File: config.mk
export PLATFORM = sky130hd
export DESIGN_NAME = bitmap_clipped_blitter_top_flat
export DESIGN_NICKNAME = d
export VERILOG_FILES = /design/src/rtl/bcb_pkg.sv /design/src/rtl/bcb_cmd_if.sv /design/src/rtl/bcb_res_if.sv /design/src/rtl/bitmap_clipped_blitter_top.sv /design/src/flat_wrapper.sv
export SDC_FILE = /design/constraint.sdc
export NUM_CORES = 2
export LEC_CHECK = 0
export ABC_AREA = 0
export BUFFER_PORTS_ARGS = -buffer_cell sky130_fd_sc_hd__buf_2
export CAP_MARGIN = 20
export CORE_MARGIN = 8
export CORE_UTILIZATION = 25
export CTS_CLUSTER_SIZE = 25
export DETAILED_ROUTE_END_ITERATION = 8
export HOLD_SLACK_MARGIN = 0.15
export PLACE_DENSITY = 0.38
export SYNTH_ARGS = -nofsm -noshare
export SYNTH_HDL_FRONTEND = slang
export SYNTH_SLANG_ARGS = --single-unit
File: constraint.sdc
create_clock -name clk -period 9.1 [get_ports clk]
set_input_delay 2.73 -clock clk [delete_from_list [all_inputs] [get_ports clk]]
set_output_delay 2.73 -clock clk [all_outputs]
set_load 0.05 [all_outputs]
File: src/rtl/bcb_pkg.sv
// Shared widths, result codes, register indexes and types for the bitmap blitter.
package bcb_pkg;

  localparam int DIM_W      = 13;
  localparam int POS_W      = 14;
  localparam int OFF_W      = 28;
  localparam int FCO_W      = 15;
  localparam int RB_W       = 15;
  localparam int COLOR_W    = 24;
  localparam int KIND_W     = 2;
  localparam int CFG_IDX_W  = 3;
  localparam int CFG_DATA_W = 14;
  localparam int MAX_DIM    = 8192;

  localparam logic [KIND_W-1:0] KIND_FETCH = 2'd0;
  localparam logic [KIND_W-1:0] KIND_WRITE = 2'd1;
  localparam logic [KIND_W-1:0] KIND_DONE  = 2'd2;

  localparam logic CMD_START = 1'b0;
  localparam logic CMD_PIXEL = 1'b1;

  localparam logic PIXEL_BGR  = 1'b0;
  localparam logic PIXEL_BGRA = 1'b1;

  localparam logic [CFG_IDX_W-1:0] CFG_DEST_X        = 3'd0;
  localparam logic [CFG_IDX_W-1:0] CFG_DEST_Y        = 3'd1;
  localparam logic [CFG_IDX_W-1:0] CFG_IMAGE_WIDTH   = 3'd2;
  localparam logic [CFG_IDX_W-1:0] CFG_IMAGE_HEIGHT  = 3'd3;
  localparam logic [CFG_IDX_W-1:0] CFG_PIXEL_MODE    = 3'd4;
  localparam logic [CFG_IDX_W-1:0] CFG_SCREEN_WIDTH  = 3'd5;
  localparam logic [CFG_IDX_W-1:0] CFG_SCREEN_HEIGHT = 3'd6;

  localparam logic [7:0] ALPHA_THRESHOLD = 8'd128;

  typedef struct packed {
    logic             command;
    logic [7:0]       blue;
    logic [7:0]       green;
    logic [7:0]       red;
    logic [7:0]       alpha;
  } cmd_t;

  typedef struct packed {
    logic [KIND_W-1:0]  kind;
    logic [OFF_W-1:0]   source_offset;
    logic [DIM_W-1:0]   write_x;
    logic [DIM_W-1:0]   write_y;
    logic [COLOR_W-1:0] color;
    logic               last;
  } result_t;

endpackage

File: src/rtl/bcb_cmd_if.sv
// Command/pixel input channel of the bitmap blitter.
interface bcb_cmd_if;
  logic       valid;
  logic       ready;
  logic       command;
  logic [7:0] blue;
  logic [7:0] green;
  logic [7:0] red;
  logic [7:0] alpha;

  modport source (output valid, command, blue, green, red, alpha, input ready);
  modport sink   (input valid, command, blue, green, red, alpha, output ready);
endinterface

File: src/rtl/bcb_res_if.sv
// Result channel of the bitmap blitter: fetch requests, pixel writes, done.
interface bcb_res_if;
  logic                          valid;
  logic                          ready;
  logic [bcb_pkg::KIND_W-1:0]    kind;
  logic [bcb_pkg::OFF_W-1:0]     source_offset;
  logic [bcb_pkg::DIM_W-1:0]     write_x;
  logic [bcb_pkg::DIM_W-1:0]     write_y;
  logic [bcb_pkg::COLOR_W-1:0]   color;
  logic                          last;

  modport source (output valid, kind, source_offset, write_x, write_y, color, last,
                  input ready);
  modport sink   (input valid, kind, source_offset, write_x, write_y, color, last,
                  output ready);
endinterface

File: src/rtl/bitmap_clipped_blitter_top.sv
// Clipped bitmap blitter: clips an image to the screen and walks the visible region.
// A start item clips the image to the screen and answers with the first fetch (or done
// when nothing is visible); each pixel item of a running blit answers with a screen
// write (skipped for 32-bit pixels whose alpha is 128 or less) and then the next fetch
// or done. Items pass an input register and combinational compute into a two-slot
// result buffer. An item that gives one result is taken every cycle while the result
// port is ready; a pixel that also writes gives two results and, since the port moves
// one per cycle, the next item is taken only as the second leaves. The start path holds
// the single 13x15 multiply (source row times padded row size) followed by one add.
module bitmap_clipped_blitter_top (
  input  logic                           clk,
  input  logic                           rst,
  input  logic                           cfg_we,
  input  logic [bcb_pkg::CFG_IDX_W-1:0]  cfg_index,
  input  logic [bcb_pkg::CFG_DATA_W-1:0] cfg_data,
  bcb_cmd_if.sink                        cmd,
  bcb_res_if.source                      res
);
  import bcb_pkg::*;

  localparam logic [15:0] DIM_LIMIT = 16'(MAX_DIM - 1);

  // configuration
  logic [POS_W-1:0] dest_x;
  logic [POS_W-1:0] dest_y;
  logic [DIM_W-1:0] image_width;
  logic [POS_W-1:0] image_height;
  logic             pixel_mode;
  logic [DIM_W-1:0] fb_width;
  logic [DIM_W-1:0] fb_height;

  always_ff @(posedge clk) begin
    if (rst) begin
      dest_x        <= '0;
      dest_y        <= '0;
      image_width   <= '0;
      image_height  <= '0;
      pixel_mode    <= 1'b0;
      fb_width      <= '0;
      fb_height     <= '0;
    end else if (cfg_we) begin
      unique case (cfg_index)
        CFG_DEST_X:        dest_x        <= cfg_data[POS_W-1:0];
        CFG_DEST_Y:        dest_y        <= cfg_data[POS_W-1:0];
        CFG_IMAGE_WIDTH:   image_width   <= cfg_data[DIM_W-1:0];
        CFG_IMAGE_HEIGHT:  image_height  <= cfg_data[POS_W-1:0];
        CFG_PIXEL_MODE:    pixel_mode    <= cfg_data[0];
        CFG_SCREEN_WIDTH:  fb_width      <= cfg_data[DIM_W-1:0];
        CFG_SCREEN_HEIGHT: fb_height     <= cfg_data[DIM_W-1:0];
        default: ;
      endcase
    end
  end

  // input register
  logic q_valid;
  cmd_t q;
  logic advance;

  assign cmd.ready = !q_valid || advance;

  always_ff @(posedge clk) begin
    if (rst) begin
      q_valid <= 1'b0;
    end else if (cmd.ready) begin
      q_valid <= cmd.valid;
    end
  end

  always_ff @(posedge clk) begin
    if (cmd.valid && cmd.ready) begin
      q <= '{command: cmd.command, blue: cmd.blue, green: cmd.green,
             red: cmd.red, alpha: cmd.alpha};
    end
  end

  // blit state
  logic             busy;
  logic [DIM_W-1:0] column_count;
  logic [DIM_W-1:0] row_count;
  logic [OFF_W-1:0] row_base_offset;
  logic [FCO_W-1:0] first_column_offset;
  logic [DIM_W-1:0] visible_start_x;
  logic [DIM_W-1:0] visible_start_y;
  logic [DIM_W-1:0] visible_width;
  logic [DIM_W-1:0] visible_height;

  // padded source row size in bytes
  logic [17:0]     bits24;
  logic [RB_W-1:0] row_bytes;
  logic            top_down;

  assign bits24    = {image_width, 4'b0} + {1'b0, image_width, 3'b0} + 18'd31;
  assign row_bytes = (pixel_mode == PIXEL_BGRA) ? {image_width, 2'b00}
                                                : {bits24[17:5], 2'b00};
  assign top_down  = image_height[POS_W-1];

  // start: clip the image rectangle
  logic signed [15:0] x_s, y_s, ex, ey, ex_c, ey_c, sx, sy, dw, dh, isx, isy, srow;
  logic [POS_W-1:0]   ah;
  logic               visible;
  logic [DIM_W-1:0]   dw_c, dh_c;
  logic [FCO_W-1:0]   start_fco;
  logic [DIM_W-1:0]   src_row;
  logic [OFF_W-1:0]   start_row_base;
  logic [OFF_W-1:0]   start_offset;

  always_comb begin
    x_s  = {{2{dest_x[POS_W-1]}}, dest_x};
    y_s  = {{2{dest_y[POS_W-1]}}, dest_y};
    ah   = top_down ? (~image_height + 14'd1) : image_height;
    ex   = x_s + {3'b0, image_width};
    ey   = y_s + {2'b0, ah};
    ex_c = (ex > $signed({3'b0, fb_width}))  ? $signed({3'b0, fb_width})  : ex;
    ey_c = (ey > $signed({3'b0, fb_height})) ? $signed({3'b0, fb_height}) : ey;
    sx   = x_s[15] ? 16'sd0 : x_s;
    sy   = y_s[15] ? 16'sd0 : y_s;
    visible = (sx < ex_c) && (sy < ey_c);
    dw   = ex_c - sx;
    dh   = ey_c - sy;
    dw_c = ($unsigned(dw) > DIM_LIMIT) ? DIM_LIMIT[DIM_W-1:0] : dw[DIM_W-1:0];
    dh_c = ($unsigned(dh) > DIM_LIMIT) ? DIM_LIMIT[DIM_W-1:0] : dh[DIM_W-1:0];
    isx  = sx - x_s;
    isy  = sy - y_s;
    srow = $signed({2'b0, ah}) - 16'sd1 - isy;
    start_fco = (pixel_mode == PIXEL_BGRA) ? {isx[12:0], 2'b00}
                                           : ({isx[13:0], 1'b0} + isx[14:0]);
    src_row = top_down ? isy[DIM_W-1:0] : srow[DIM_W-1:0];
    start_row_base = {15'b0, src_row} * {13'b0, row_bytes};
    start_offset   = start_row_base + {13'b0, start_fco};
  end

  // pixel: advance the walk
  logic [DIM_W:0]   col_inc;
  logic             row_wrap;
  logic [DIM_W-1:0] col_next, row_next;
  logic [OFF_W-1:0] row_base_next;
  logic [FCO_W-1:0] col_bytes;
  logic [OFF_W-1:0] walk_offset;
  logic             walk_done;
  logic             opaque;

  always_comb begin
    col_inc  = {1'b0, column_count} + 14'd1;
    row_wrap = col_inc >= {1'b0, visible_width};
    col_next = row_wrap ? '0 : col_inc[DIM_W-1:0];
    row_next = row_wrap ? row_count + 13'd1 : row_count;
    if (!row_wrap) begin
      row_base_next = row_base_offset;
    end else if (top_down) begin
      row_base_next = row_base_offset + {13'b0, row_bytes};
    end else begin
      row_base_next = row_base_offset - {13'b0, row_bytes};
    end
    col_bytes = (pixel_mode == PIXEL_BGRA) ? {col_next, 2'b00}
                                           : ({1'b0, col_next, 1'b0} + {2'b0, col_next});
    walk_offset = row_base_next + {13'b0, first_column_offset} + {13'b0, col_bytes};
    walk_done   = row_next >= visible_height;
    opaque      = (pixel_mode == PIXEL_BGR) || (q.alpha > ALPHA_THRESHOLD);
  end

  // results of the item in the input register
  result_t    r0, r1, tail;
  logic [1:0] n_res;

  always_comb begin
    r0    = '0;
    r1    = '0;
    tail  = '0;
    n_res = 2'd0;
    if (q.command == CMD_START) begin
      r0.kind          = visible ? KIND_FETCH : KIND_DONE;
      r0.source_offset = visible ? start_offset : '0;
      r0.last          = 1'b1;
      n_res            = 2'd1;
    end else if (busy) begin
      tail.kind          = walk_done ? KIND_DONE : KIND_FETCH;
      tail.source_offset = walk_done ? '0 : walk_offset;
      tail.last          = 1'b1;
      if (opaque) begin
        r0.kind     = KIND_WRITE;
        r0.write_x  = visible_start_x + column_count;
        r0.write_y  = visible_start_y + row_count;
        r0.color    = {q.red, q.green, q.blue};
        r1          = tail;
        n_res       = 2'd2;
      end else begin
        r0    = tail;
        n_res = 2'd1;
      end
    end
  end

  always_ff @(posedge clk) begin
    if (rst) begin
      busy                <= 1'b0;
      column_count        <= '0;
      row_count           <= '0;
      row_base_offset     <= '0;
      first_column_offset <= '0;
      visible_start_x     <= '0;
      visible_start_y     <= '0;
      visible_width       <= '0;
      visible_height      <= '0;
    end else if (advance) begin
      if (q.command == CMD_START) begin
        busy <= visible;
        if (visible) begin
          column_count        <= '0;
          row_count           <= '0;
          row_base_offset     <= start_row_base;
          first_column_offset <= start_fco;
          visible_start_x     <= sx[DIM_W-1:0];
          visible_start_y     <= sy[DIM_W-1:0];
          visible_width       <= dw_c;
          visible_height      <= dh_c;
        end
      end else if (busy) begin
        column_count    <= col_next;
        row_count       <= row_next;
        row_base_offset <= row_base_next;
        busy            <= !walk_done;
      end
    end
  end

  // two-slot result buffer; slot0 drives the port
  result_t    slot0, slot1;
  logic [1:0] cnt;
  logic       pop;

  assign pop     = res.valid && res.ready;
  assign advance = q_valid && ((cnt == 2'd0) || ((cnt == 2'd1) && pop));

  always_ff @(posedge clk) begin
    if (rst) begin
      cnt <= 2'd0;
    end else if (advance) begin
      cnt <= n_res;
    end else if (pop) begin
      cnt <= cnt - 2'd1;
    end
  end

  always_ff @(posedge clk) begin
    if (advance) begin
      slot0 <= r0;
      slot1 <= r1;
    end else if (pop) begin
      slot0 <= slot1;
    end
  end

  assign res.valid         = cnt != 2'd0;
  assign res.kind          = slot0.kind;
  assign res.source_offset = slot0.source_offset;
  assign res.write_x       = slot0.write_x;
  assign res.write_y       = slot0.write_y;
  assign res.color         = slot0.color;
  assign res.last          = slot0.last;

endmodule

File: src/flat_wrapper.sv
// flat-port wrapper written by rule: the top's interface ports become plain ports
module bitmap_clipped_blitter_top_flat import bcb_pkg::*;
  (clk, rst, cfg_we, cfg_index, cfg_data, cmd_valid, cmd_command, cmd_blue, cmd_green, cmd_red, cmd_alpha, cmd_ready, res_valid, res_kind, res_source_offset, res_write_x, res_write_y, res_color, res_last, res_ready);
  bcb_cmd_if cmd_i ();
  bcb_res_if res_i ();
  input  logic clk;
  input  logic rst;
  input  logic cfg_we;
  input  logic [bcb_pkg::CFG_IDX_W-1:0] cfg_index;
  input  logic [bcb_pkg::CFG_DATA_W-1:0] cfg_data;
  input wire logic [$bits(cmd_i.valid)-1:0] cmd_valid;
  input wire logic [$bits(cmd_i.command)-1:0] cmd_command;
  input wire logic [$bits(cmd_i.blue)-1:0] cmd_blue;
  input wire logic [$bits(cmd_i.green)-1:0] cmd_green;
  input wire logic [$bits(cmd_i.red)-1:0] cmd_red;
  input wire logic [$bits(cmd_i.alpha)-1:0] cmd_alpha;
  output wire logic [$bits(cmd_i.ready)-1:0] cmd_ready;
  output wire logic [$bits(res_i.valid)-1:0] res_valid;
  output wire logic [$bits(res_i.kind)-1:0] res_kind;
  output wire logic [$bits(res_i.source_offset)-1:0] res_source_offset;
  output wire logic [$bits(res_i.write_x)-1:0] res_write_x;
  output wire logic [$bits(res_i.write_y)-1:0] res_write_y;
  output wire logic [$bits(res_i.color)-1:0] res_color;
  output wire logic [$bits(res_i.last)-1:0] res_last;
  input wire logic [$bits(res_i.ready)-1:0] res_ready;
  assign cmd_i.valid = cmd_valid;
  assign cmd_i.command = cmd_command;
  assign cmd_i.blue = cmd_blue;
  assign cmd_i.green = cmd_green;
  assign cmd_i.red = cmd_red;
  assign cmd_i.alpha = cmd_alpha;
  assign cmd_ready = cmd_i.ready;
  assign res_valid = res_i.valid;
  assign res_kind = res_i.kind;
  assign res_source_offset = res_i.source_offset;
  assign res_write_x = res_i.write_x;
  assign res_write_y = res_i.write_y;
  assign res_color = res_i.color;
  assign res_last = res_i.last;
  assign res_i.ready = res_ready;
  bitmap_clipped_blitter_top u_core (.clk(clk), .rst(rst), .cfg_we(cfg_we), .cfg_index(cfg_index), .cfg_data(cfg_data), .cmd(cmd_i), .res(res_i));
endmodule
# Word level (Yosys, flattened, before mapping)
# Cells that the tools add are included.
[classes]
n_addsub = 23
n_mul = 1
order_cmp = 9
eq_ne = 8
n_mux = 45
n_bitwise = 3
n_reduce_logical = 26
[op_table]
columns = ["operator", "count"]
rows = [
  ["2-to-1 mux 81 bit", 3],
  ["2-to-1 mux 28 bit", 8],
  ["2-to-1 mux 13 bit", 12],
  ["adder 28 x 15 -> 28 bit", 4],
  ["2-to-1 mux 50 bit", 2],
  ["2-to-1 mux 15 bit", 3],
  ["> comparator 16 x 13 -> 1 bit (second input constant)", 2],
  ["> comparator 16 x 14 -> 1 bit", 2],
  ["< comparator 16 bit", 2],
  ["2-to-1 mux 16 bit", 2],
  ["subtractor 16 bit", 2],
  ["2-to-1 mux 30 bit", 1],
  ["multiplier 13 x 15 -> 28 bit", 1],
  ["subtractor 28 x 15 -> 28 bit", 1],
  ["adder 13 bit", 2],
  ["subtractor 13 bit", 2],
  ["adder 17 x 16 -> 18 bit", 1],
  ["adder 18 x 5 -> 18 bit (second input constant)", 1],
  ["adder 14 x 15 -> 16 bit", 1],
  ["2-to-1 mux 2 bit", 8],
  ["AND reduction 2 bit", 8],
  ["adder 14 x 13 -> 15 bit", 1],
  ["adder 14 x 14 -> 15 bit", 1],
  ["adder 15 bit", 1],
  ["25 further kinds", 44],
]
[word_totals]
ff_bits = 402
inputBits = 55
output_inout_bits = 83

# Depth between registers and ports, before layout
[logic_depth]
ltp_word = 13
mapped_depth = 44
mapped_depth_nobuf = 42

# Least setup slack after synthesis
# OpenSTA, ideal clock, no wires.
[synth_path]
kind = "register -> register"
start = "register u_core.dest_y[13]"
end = "register u_core.slot0 (netlist bit u_core.res.source_offset[24]), data pin"
arrival_ns = 9.313
setup_slack_ns = -0.477
stages_incl_launch_ff = 38
synth_period_minus_slack_ns = 9.577
path_cell_list = "dfxtp_1 -> clkbuf_1 -> clkbuf_1 -> nand2_1 -> ha_1 -> xnor2_1 -> ha_1 -> nor2b_1 -> o21ai_0 -> a21boi_0 -> o21ai_0 -> a21boi_0 -> o21ai_0 -> a21oi_1 -> o41ai_1 -> mux2i_1 -> xor2_1 -> nand2_1 -> [2 not listed] -> inv_1 -> fa_1 -> fa_1 -> inv_1 -> fa_1 -> inv_1 -> ha_1 -> and3_1 -> nand2_1 -> or3_1 -> a2111oi_0 -> nor3_1 -> or3_1 -> nor4_2 -> nor3b_1 -> xnor2_1 -> a22oi_1 -> o21ai_0"
[synth_via]
elab_chain_len = 9
[synth_rtl]
columns = ["element", "line", "text"]
rows = [
  ["start: declaration", "bitmap_clipped_blitter_top.sv:25", "logic [POS_W-1:0] dest_y;"],
  ["start signal: assignment", "bitmap_clipped_blitter_top.sv:44", "CFG_DEST_Y: dest_y <= cfg_data[POS_W-1:0];"],
  ["2-to-1 mux 13 bit", "bitmap_clipped_blitter_top.sv:117", "sy = y_s[15] ? 16'sd0 : y_s;"],
  ["subtractor 13 bit", "bitmap_clipped_blitter_top.sv:124", "isy = sy - y_s;"],
  ["subtractor 13 bit", "bitmap_clipped_blitter_top.sv:125", "srow = $signed({2'b0, ah}) - 16'sd1 - isy;"],
  ["2-to-1 mux 13 bit", "bitmap_clipped_blitter_top.sv:128", "src_row = top_down ? isy[DIM_W-1:0] : srow[DIM_W-1:0];"],
  ["multiplier 13 x 15 -> 28 bit", "bitmap_clipped_blitter_top.sv:129", "start_row_base = {15'b0, src_row} * {13'b0, row_bytes};"],
  ["adder 28 x 15 -> 28 bit", "bitmap_clipped_blitter_top.sv:130", "start_offset = start_row_base + {13'b0, start_fco};"],
  ["2-to-1 mux 28 bit (*)", "bitmap_clipped_blitter_top.sv:173", "r0.source_offset = visible ? start_offset : '0;"],
  ["2-to-1 mux 30 bit (*)", "bitmap_clipped_blitter_top.sv:171", "if (q.command == CMD_START) begin"],
  ["2-to-1 mux 81 bit (*)", "bitmap_clipped_blitter_top.sv:246", "if (advance) begin"],
  ["end signal: assignment", "bitmap_clipped_blitter_top.sv:247", "slot0 <= r0;"],
  ["end signal: assignment", "bitmap_clipped_blitter_top.sv:250", "slot0 <= slot1;"],
  ["end: declaration", "bitmap_clipped_blitter_top.sv:228", "result_t slot0, slot1;"],
]
# Mark *: on every way between the ends. The rest lies on a longest branch, timed or not.
# A chain may end at the register's enable or synchronous reset.

# Worst setup path after layout
[layout_path]
start = "register u_core.image_height[1]"
end = "register u_core.slot0 (netlist bit u_core.res.source_offset[27]), data pin"
[layout_via]
elab_chain_len = 11
[layout_rtl]
columns = ["element", "line", "text"]
rows = [
  ["start: declaration", "bitmap_clipped_blitter_top.sv:27", "logic [POS_W-1:0] image_height;"],
  ["start signal: assignment", "bitmap_clipped_blitter_top.sv:46", "CFG_IMAGE_HEIGHT: image_height <= cfg_data[POS_W-1:0];"],
  ["inverter 14 bit", "bitmap_clipped_blitter_top.sv:111", "ah = top_down ? (~image_height + 14'd1) : image_height;"],
  ["adder 14 x 1 -> 14 bit", "bitmap_clipped_blitter_top.sv:111", ""],
  ["2-to-1 mux 14 bit (*)", "bitmap_clipped_blitter_top.sv:111", ""],
  ["subtractor 13 x 1 -> 13 bit or adder 14 x 15 -> 16 bit (tied branches)", "bitmap_clipped_blitter_top.sv:125, bitmap_clipped_blitter_top.sv:113", ""],
  ["subtractor 13 bit or > comparator 16 x 14 -> 1 bit (tied branches)", "bitmap_clipped_blitter_top.sv:125, bitmap_clipped_blitter_top.sv:115", ""],
  ["2-to-1 mux 13 bit or 2-to-1 mux 16 bit (tied branches)", "bitmap_clipped_blitter_top.sv:128, bitmap_clipped_blitter_top.sv:115", ""],
  ["multiplier 13 x 15 -> 28 bit or < comparator 16 bit (tied branches)", "bitmap_clipped_blitter_top.sv:129, bitmap_clipped_blitter_top.sv:118", ""],
  ["adder 28 x 15 -> 28 bit or logical AND 1 bit (tied branches)", "bitmap_clipped_blitter_top.sv:130, bitmap_clipped_blitter_top.sv:118", ""],
  ["2-to-1 mux 28 bit (*)", "bitmap_clipped_blitter_top.sv:173", ""],
  ["2-to-1 mux 30 bit (*)", "bitmap_clipped_blitter_top.sv:171", ""],
  ["2-to-1 mux 81 bit (*)", "bitmap_clipped_blitter_top.sv:246", ""],
]
# Marked as above.

==> key figures <==
Status
  – Status: finished, final reports clean

Global route
  – Largest net degree at the start of global routing: 161
  – Vias in the first global route: about 27000
  – First-pass GRT wire length: 169 mm
  – Overflow after GRT: 0
  – Initial antenna violation count: 3
  – GRT Overall Usage: between 15 and 20%

Floorplanning
  – Chip width: 370 um
  – Die area: between 100000 and 150000 um2
  – Height of the chip: ~370 um
  – Starting density of the core: 25.1%
  – Ports: between 100 and 150
  – Rows: 130
  – Core footprint: between 100000 and 150000 um2

Critical path
  – CP startpoint kind: register
  – Crit Path Max Fanout: 5
  – Crit path kind: reg2reg
  – CP max stage delay: ~0.55 ns
  – Crit path DAT: a little over 9 ns
  – CP dominant cell by count: fa_1
  – Setup crit end kind: register
  – Slowest cell on crit path: fa_1
  – CP required: 9.44 ns

Detailed routing
  – Drc violations: 0
  – Via count: 27400
  – Initial DRT Pass Iterations: 5
  – DRT Wirelength: 109 mm
  – DR iter-0 viols: approximately 1500
  – Drt wl/cell: approximately 19 um
  – DRT antenna net count: 0
  – Via density: 4.72

Min path
  – HP Class: reg2reg

STA
  – Slew Limit Fails: 0
  – Final setup TNS: 0 ns
  – Setup violators final: 0
  – Final period util: a little over nine tenths
  – Fin Clk Skew: 0.0462 ns
  – Worst-margin pin slew: just over 0.9 ns
  – Crit path time final: just under 9 ns
  – FMAX: around 110 MHz
  – Slew HR: 38.7%
  – Hold_ws: ~0.46 ns
  – Final hold vios: 0

Synthesis
  – Share of the synthesized area in the top cell type: 13.8%
  – FFs w/ async S/R, synth: 0%
  – Synth area leader: edfxtp_1
  – Syn_nets: about 4300
  – Ranking of synthesized cells by area: edfxtp_1, dfxtp_1, ha_1, fa_1, nand2_1
  – Synth Area per Inst: between 8 and 9 um2
  – Syn Std Cell Area: approximately 31000 um2
  – YS warnings: 0
  – Yosys reg bits: 349
  – Ys flop type: dfxtp_1
  – Combinational family with the most area after synthesis: adder cells
  – Post-Syn Instances: 3800
  – Compound-Gate Fraction of Synth Area: approximately 17%
  – Post-Synth XOR/XNOR Area: between 6 and 7%
  – Fraction of the mapped netlist area in simple logic gates: just over 20%
  – Adder-cell share of the synthesized area: roughly 22%
  – Post-synthesis sequential area ratio: approximately 27%
  – Post-synth EDFFs: 144
  – Mux cell area share after synthesis: under 10%
  – Netlist cell types: 89

Layout
  – Final Util: slightly above 30%
  – Area growth syn-to-layout: 21.6%
  – Most frequent cells in the layout: nand2_1, nor2_1, inv_1, ha_1, a21oi_1
  – NumNets Final: between 4000 and 5000
  – Most common cell after layout, fill and taps aside: nand2_1
  – Non-Filler Instances: approximately 5800
  – # diodes: 0
  – Share of cells above drive strength 1: between 10% and 20%

Power
  – Pwr dens: roughly 160 nW/um2
  – Power Total: 6.15 mW
  – Peak supply drop: around 0.00011 V
  – LEAKAGE: around 17 nW

Clocking
  – TritonCTS Buffers: 46
  – Skew-Pair Late Insertion Delay: 0.64 ns
  – Clock tree sinks: between 300 and 400
  – Clk slew on worst S/H paths: 0.06 ns
  – CTS root buf: clkbuf_16
  – TritonCTS clock tree: built
  – Hold_buf cts: 0
  – Clock buffer depth: 3
  – Max H-tree Level: 2

Place
  – Number of port buffers: ~140
  – GP Congestion: roughly 0.82
  – Placed cell count: around 5700
  – Dpl hpwl: 86.6 mm

Job
  – Max Cap Viol: 0
==> worst max-delay path: cells and delay by family, from the launching register on <==
kind / cells / cell delay [ns]
adder cells (fa/ha/maj): 8 / 3.32
AND/OR/NAND/NOR: 10 / 1.82
AO/OA/AOI/OAI: 11 / 1.78
buffers and inverters: 6 / 0.53
multiplexers: 2 / 0.51
flip-flops: 1 / 0.31
XOR/XNOR: 1 / 0.14
==> synth_stat cells (all sizes together), types with 38 or more instances <==
cell and n:
a21oi 318, nor3 78, clkbuf 127, nor2b 48, a211oi 43, a21o 39, nand3 79, and3 38
o21ai 173, nor2 402, and2 70, nand2b 51, fa 146, dfxtp 205, xor2 83, ha 327
nand2 514, inv 323, xnor2 137, edfxtp 144
==> layout make-up <==
cell class,instances,area (um2)
Fill cell,13400,86900
Multi-Input combinational cell,2981,22000
Sequential cell,349,8440
Timing Repair Buffer,424,2970
Tap cell,1650,2060
Clock buffer,62,1250
Inverter,324,1220
Clock inverter,24,275
==> where the power goes <==
part / internal (mW) / switching, mW
Clock: 1.09 / 0.783
Sequential: 1.77 / 0.0418
Combinational: 0.902 / 1.57
==> worst paths after layout <==
kind	depth (start not counted)	slack, ns	endpoint	from
worst max-delay path	38	0.35	u_core.res.source_offset[27]	u_core.image_height[1]
worst min-delay path	2	0.46	u_core.visible_start_y[0]	u_core.visible_start_y[0]
worst max register to register	38	0.35	u_core.res.source_offset[27]	u_core.image_height[1]
worst min register to register	2	0.46	u_core.visible_start_y[0]	u_core.visible_start_y[0]
==> sequential cells by signal, summed over array words and instances (netlist names), 14 cells and up <==
name                        count
u_core.dest_y                  14
u_core.res.source_offset       28
u_core.image_height            14
u_core.res.color               24
u_core.row_base_offset         26
u_core.q                       33
u_core.first_column_offset     15
u_core.slot1                   30
u_core.dest_x                  14
==> routing by layer <==
layer	track usage [%]	share of wire, %
met5	0	0
met4	3.51	2.2
met3	1.57	3.1
met2	26.2	46
met1	21.9	49
==> cell families (layout without fill, tap and decap cells) <==
family	count (synthesis)	in the layout
and+or+nand+nor	1393	1393
xor gates and xnor gates	220	220
DFF	349	349
buffers and inverters	470	834
muxes	58	58
adders and majority gates	473	473
AOI/OAI and AO/OA	837	837
==> timing repair <==
item                                    in CTS  in global routing
setup buffers                                6                 16
pin swaps                                   23                 55
hold endpoints to repair                     0                  0
endpoints found under the setup margin      14                153
gates cloned                                 0                  0
resized for setup                           43                101
==> per-stage QoR <==
step | area [um2] | worst slack [ns]
floorplan | 31400 | 0.103
global placement | 35800 | -0.173
detailed placement | 35800 | -0.316
CTS | 37600 | 0.000587
global route | 38200 | -0.0269
finish | 38200 | 0.355
Power figures use the tool's default switching activity.
